File: src/stq_pkg.sv
// Shared types and constants for the sorted timer queue.
`default_nettype none
package stq_pkg;

  localparam logic       CMD_ADD     = 1'b0;
  localparam logic       CMD_SERVICE = 1'b1;

  localparam logic [1:0] KIND_ACK    = 2'd0;
  localparam logic [1:0] KIND_FIRED  = 2'd1;
  localparam logic [1:0] KIND_DONE   = 2'd2;

  localparam logic [1:0] STS_OK      = 2'd0;
  localparam logic [1:0] STS_NEG     = 2'd1;
  localparam logic [1:0] STS_FULL    = 2'd2;

  localparam logic [63:0] NO_DEADLINE = 64'hFFFF_FFFF_FFFF_FFFF;
  localparam logic [31:0] TPS_RESET   = 32'd10000000;

  typedef struct packed {
    logic [63:0] deadline;
    logic [7:0]  handler;
    logic [31:0] argument;
  } entry_t;

  // chain-wide operation for the current cycle
  typedef struct packed {
    logic ins;
    logic pop;
  } cell_ctl_t;

endpackage
`default_nettype wire

File: src/stq_cell.sv
// One slot of the sorted timer chain: holds, shifts right on insert, shifts left on pop.
`default_nettype none
module stq_cell
  import stq_pkg::*;
(
  input  wire logic      clk,
  input  wire cell_ctl_t ctl,
  input  wire logic      occupied,
  input  wire entry_t    new_ent,
  input  wire logic      left_keep,
  input  wire entry_t    left_ent,
  input  wire entry_t    right_ent,
  output logic           keep,
  output entry_t         ent
);

  entry_t ent_r;
  entry_t ent_nxt;

  // entry stays put when it sorts at or before the new deadline
  assign keep = occupied && (ent_r.deadline <= new_ent.deadline);
  assign ent  = ent_r;

  always_comb begin
    ent_nxt = ent_r;
    if (ctl.ins) begin
      if (!keep) begin
        ent_nxt = left_keep ? new_ent : left_ent;
      end
    end else if (ctl.pop) begin
      ent_nxt = right_ent;
    end
  end

  always_ff @(posedge clk) begin
    ent_r <= ent_nxt;
  end

endmodule
`default_nettype wire

File: config.mk
export PLATFORM = sky130hd
export DESIGN_NAME = stq_cell
export DESIGN_NICKNAME = d
export VERILOG_FILES = /design/src/stq_pkg.sv /design/src/stq_cell.sv
export SDC_FILE = /design/constraint.sdc
export NUM_CORES = 1
export LEC_CHECK = 0
export BUFFER_PORTS_ARGS = -buffer_cell sky130_fd_sc_hd__buf_4
export CAP_MARGIN = 0
export CORE_AREA = 2 2 165 167
export CTS_CLUSTER_DIAMETER = 120
export DETAILED_ROUTE_END_ITERATION = 10
export DIE_AREA = 0 0 167 169
export GPL_ROUTABILITY_DRIVEN = 1
export SLEW_MARGIN = 20
export SYNTH_ARGS = -nofsm -noshare
export SYNTH_HDL_FRONTEND = slang
export SYNTH_SLANG_ARGS = --single-unit
File: constraint.sdc
create_clock -name clk -period 5 [get_ports clk]
set_input_delay 0.25 -clock clk [delete_from_list [all_inputs] [get_ports clk]]
set_output_delay 0.25 -clock clk [all_outputs]
set_load 0.03 [all_outputs]
==> summary.md <==
| Metric | Value |
|---|---|
| Number of distinct library cells after synthesis | 30 |
| Part of the power in the clock network | 0.249 |
| Initial Util | 0.259 |
| Most Crowded Layer GR | met2 |
| CP Capture Point | ent[57] |
| Synth Area in Adders | 0.117 |
| Overall power | between 2 and 3 mW |
| Top cells by area, synth | edfxtp_1, mux2i_1, ha_1, a21oi_1, nor2_1 |
| Layout cells sized above 1 | 0.405 |
| Vias in the first global route | between 6000 and 7000 |
| Die Area | 28200 um^2 |
| Sequential power share | 0.406 |
| Cell depth of the worst flop-to-flop path | 9 |
| Req. time, crit path | around 5.0 ns |
| Routing usage on met1 | 0.195 |
| Via count | about 6600 |
| Critical Path Sink Type | register |
| Final instance area | about 11000 um^2 |
| IO Pins | 422 |
| Xor and xnor area share after synthesis | 0 |
| Drt wl/cell | 17.6 um |
| Final Slew Violations | 0 |
| Area leader, netlist | edfxtp_1 |
| CTS H-tree depth | 3 |
| Post-CTS Resized | 0 |
| Total Wirelength | around 25000 um |
| Slew @ Worst Pin | 1.01 ns |
| Worst Path Arrival | 3.56 ns |
| Latest clock arrival within the worst-skew pair | 0.35 ns |
| Critical path type | reg2reg |
| Hold Crit Class | in2reg |
| Drt pass-1 iters | 4 |
| Hpwl dp | around 21000 um |
| Largest net degree at the start of global routing | ~110 |
| Core area | 26500 um^2 |
| Row cnt | 60 |
| I/O Buffers | about 420 |
| # setup viols final | 0 |
| Worst-case clock buffer depth | 2 |
| Largest family of logic cells by synthesized area | multiplexers |
| Root Driver | clkbuf_16 |
| Avg Cell Area, Syn | 10.0 um^2 |
| Number of fill cells | 2691 |
| Syn_nets | approximately 1100 |
| Mapped Area | 6870 um^2 |
| Post-Place Cells | around 1400 |
| Seq/Total Area, Yosys | 0.455 |
| Number of flip-flops in the largest register | about 100 |
| Worst reg2reg endpoint | ent[57] |
| Min Tclk post-route | between 3 and 4 ns |
| Die width | about 170 um |
| Initial DRC count | 220 |
| Maximum vdd drop | roughly 0.13 mV |
| DRC viols | 0 |
| GRT Resource Usage Total | 0.172 |
| Combinational power share | 0.345 |
| Routed Antenna Nets | 0 |
| Reg2reg start | ent[101] |
| PD cells | 262 nW/um^2 |
| Synth Instances | roughly 690 |
| Met3 Use GR | 0.0482 |
| Vias per inst | between 4 and 5 |
| Reg2Reg Setup Slack | approximately 1.5 ns |
| Critical path origin | ent[101] |
| Die height | roughly 170 um |
| Sw Ratio | 0.334 |
| Cell Area, Placed | between 10000 and 15000 um^2 |
| Net Sw Power | roughly 940 uW |
| Final hold vios | 0 |
| Met2 Usage GRT | 0.315 |
| CTS tree | built |
| Worst Setup Start Kind | register |
| Clock transition at path regs | 0.08 ns |
| Post-synthesis mux area share | 0.153 |
| Clock skew | roughly 0.013 ns |
| YS warnings | 0 |
| Synth Area in Simple Gates | 0.0983 |
| First-pass GRT wire length | between 30000 and 40000 um |
| Post-synth top area share | 0.455 |
| P&R area growth vs syn | 55.3% |
| Sink Count | approximately 100 |
| Slew margin rel. | 0.327 |
| Max cap viols | 0 |
| Postcts setup bufs | 0 |
| Post-route insts no fill | about 1400 |
| Setup TNS | 0 ns |
| Remaining Overflow, GRT | 0 |
| Status | finished, final reports clean |
| Int Pwr | roughly 1.9 mW |
| Tcrit/Tclk final | 0.708 |
| Final GP Congestion | ~0.85 |
| Hold Buf Count CTS | 0 |
| FF+latch count, synth | between 100 and 150 |
| Final net count | 1468 |
| Worst Path Max Fanout | 36 |
| Cts bufs inserted | 9 |
| Number of antenna violations at the first check in global routing | 2 |
| RSZ-0062 raised after global routing | no |
| FMAX | approximately 280 MHz |
| Leak | 5.21 nW |
| Synth Area in Compound Gates | 0.121 |
cells in the mapped netlist, drive strengths merged:
cell	count
nor2b	1
buf	14
a21oi	130
nor2	104
or3	2
nor3	2
a221oi	2
mux2i	105
a21o	5
edfxtp	104
a21boi	3
inv	67
o21bai	1
a31o	1
nand2	10
clkbuf	21
nand4	16
nand2b	2
nand3	10
ha	64
o211ai	1
a211oi	2
nor3b	2
nor4	5
o21ai	6
a31oi	1
or4b	1
o31ai	1
a211o	2
critical path, stage by stage (launching register included):
cell and delay (ns):
edfxtp_1 0.42, ha_1 0.31, nand4_1 0.17, nor4_1 0.67, nand2_1 0.16, o31ai_1 0.30
a211oi_1 0.08, nand3_1 0.12, a31o_4 0.53, buf_4 0.43
layout make-up:
type	count	area, um^2	share of cell area
well taps	341	427	0.0400
clock buffers	10	229	0.0215
flip-flops and latches	104	3120	0.293
diodes	2	5.00	0.000469
clock inverters	6	50.0	0.00469
repair buffers	426	3220	0.302
multi-input cells	479	3360	0.315
inverters	67	251	0.0236
cell families after synthesis:
logic type / Yosys count
buffers and inverters: 102
adder cells (fa/ha/maj): 64
flip-flops: 104
multiplexers: 105
AND/OR/NAND/NOR: 155
AO/OA/AOI/OAI: 155
worst min-delay path by stage:
stage	from	endpoint	slack, ns	cells past startpoint
after floorplan	right_ent[0]	ent[0]	0.48	2
after global placement	right_ent[10]	ent[10]	0.57	3
after detailed placement	right_ent[38]	ent[38]	0.58	3
after CTS	right_ent[38]	ent[38]	0.20	3
after global routing	right_ent[101]	ent[101]	0.21	3
final	right_ent[13]	ent[13]	0.22	3
per-layer routing:
layer / routed length (um) / vias to the layer above
li1: - / 3291
met5: 0 / -
met3: 2020 / 18
met4: 367 / 0
met1: 9890 / 3040
met2: 13000 / 281
stage by stage:
| step | hold WS, ns | utilization | setup slack [ns] |
|---|---|---|---|
| after detailed placement | 0.577 | 0.392 | 1.33 |
| after CTS | 0.198 | 0.402 | 1.32 |
| after global placement | 0.570 | 0.392 | 1.40 |
| after floorplan | 0.476 | - | 0.278 |
| final | 0.218 | 0.403 | 1.46 |
| after global routing | 0.209 | 0.403 | 1.13 |
power groups by stage:
stage                     Clock, mW  Combinational [mW]  Sequential [mW]
after detailed placement          0               0.980             1.15
after CTS                     0.731               0.982             1.14
after global placement            0               0.975             1.15
after global routing          0.755                1.05             1.15
final                         0.698               0.966             1.14
after floorplan                   0               0.308             1.35
cell usage in the layout, fill, tap and decap left out, drive strengths merged, types with 3 or more instances in the layout:
cell type / synthesis / routed
mux2i: 105 / 105
nor4: 5 / 5
ha: 64 / 64
nand2: 10 / 10
inv: 67 / 70
clkbuf: 21 / 10
a21boi: 3 / 3
nand4: 16 / 16
edfxtp: 104 / 104
a21o: 5 / 5
o21ai: 6 / 6
nor2: 104 / 104
nand3: 10 / 10
buf: 14 / 426
a21oi: 130 / 130
(Power assumes the default switching activity.)
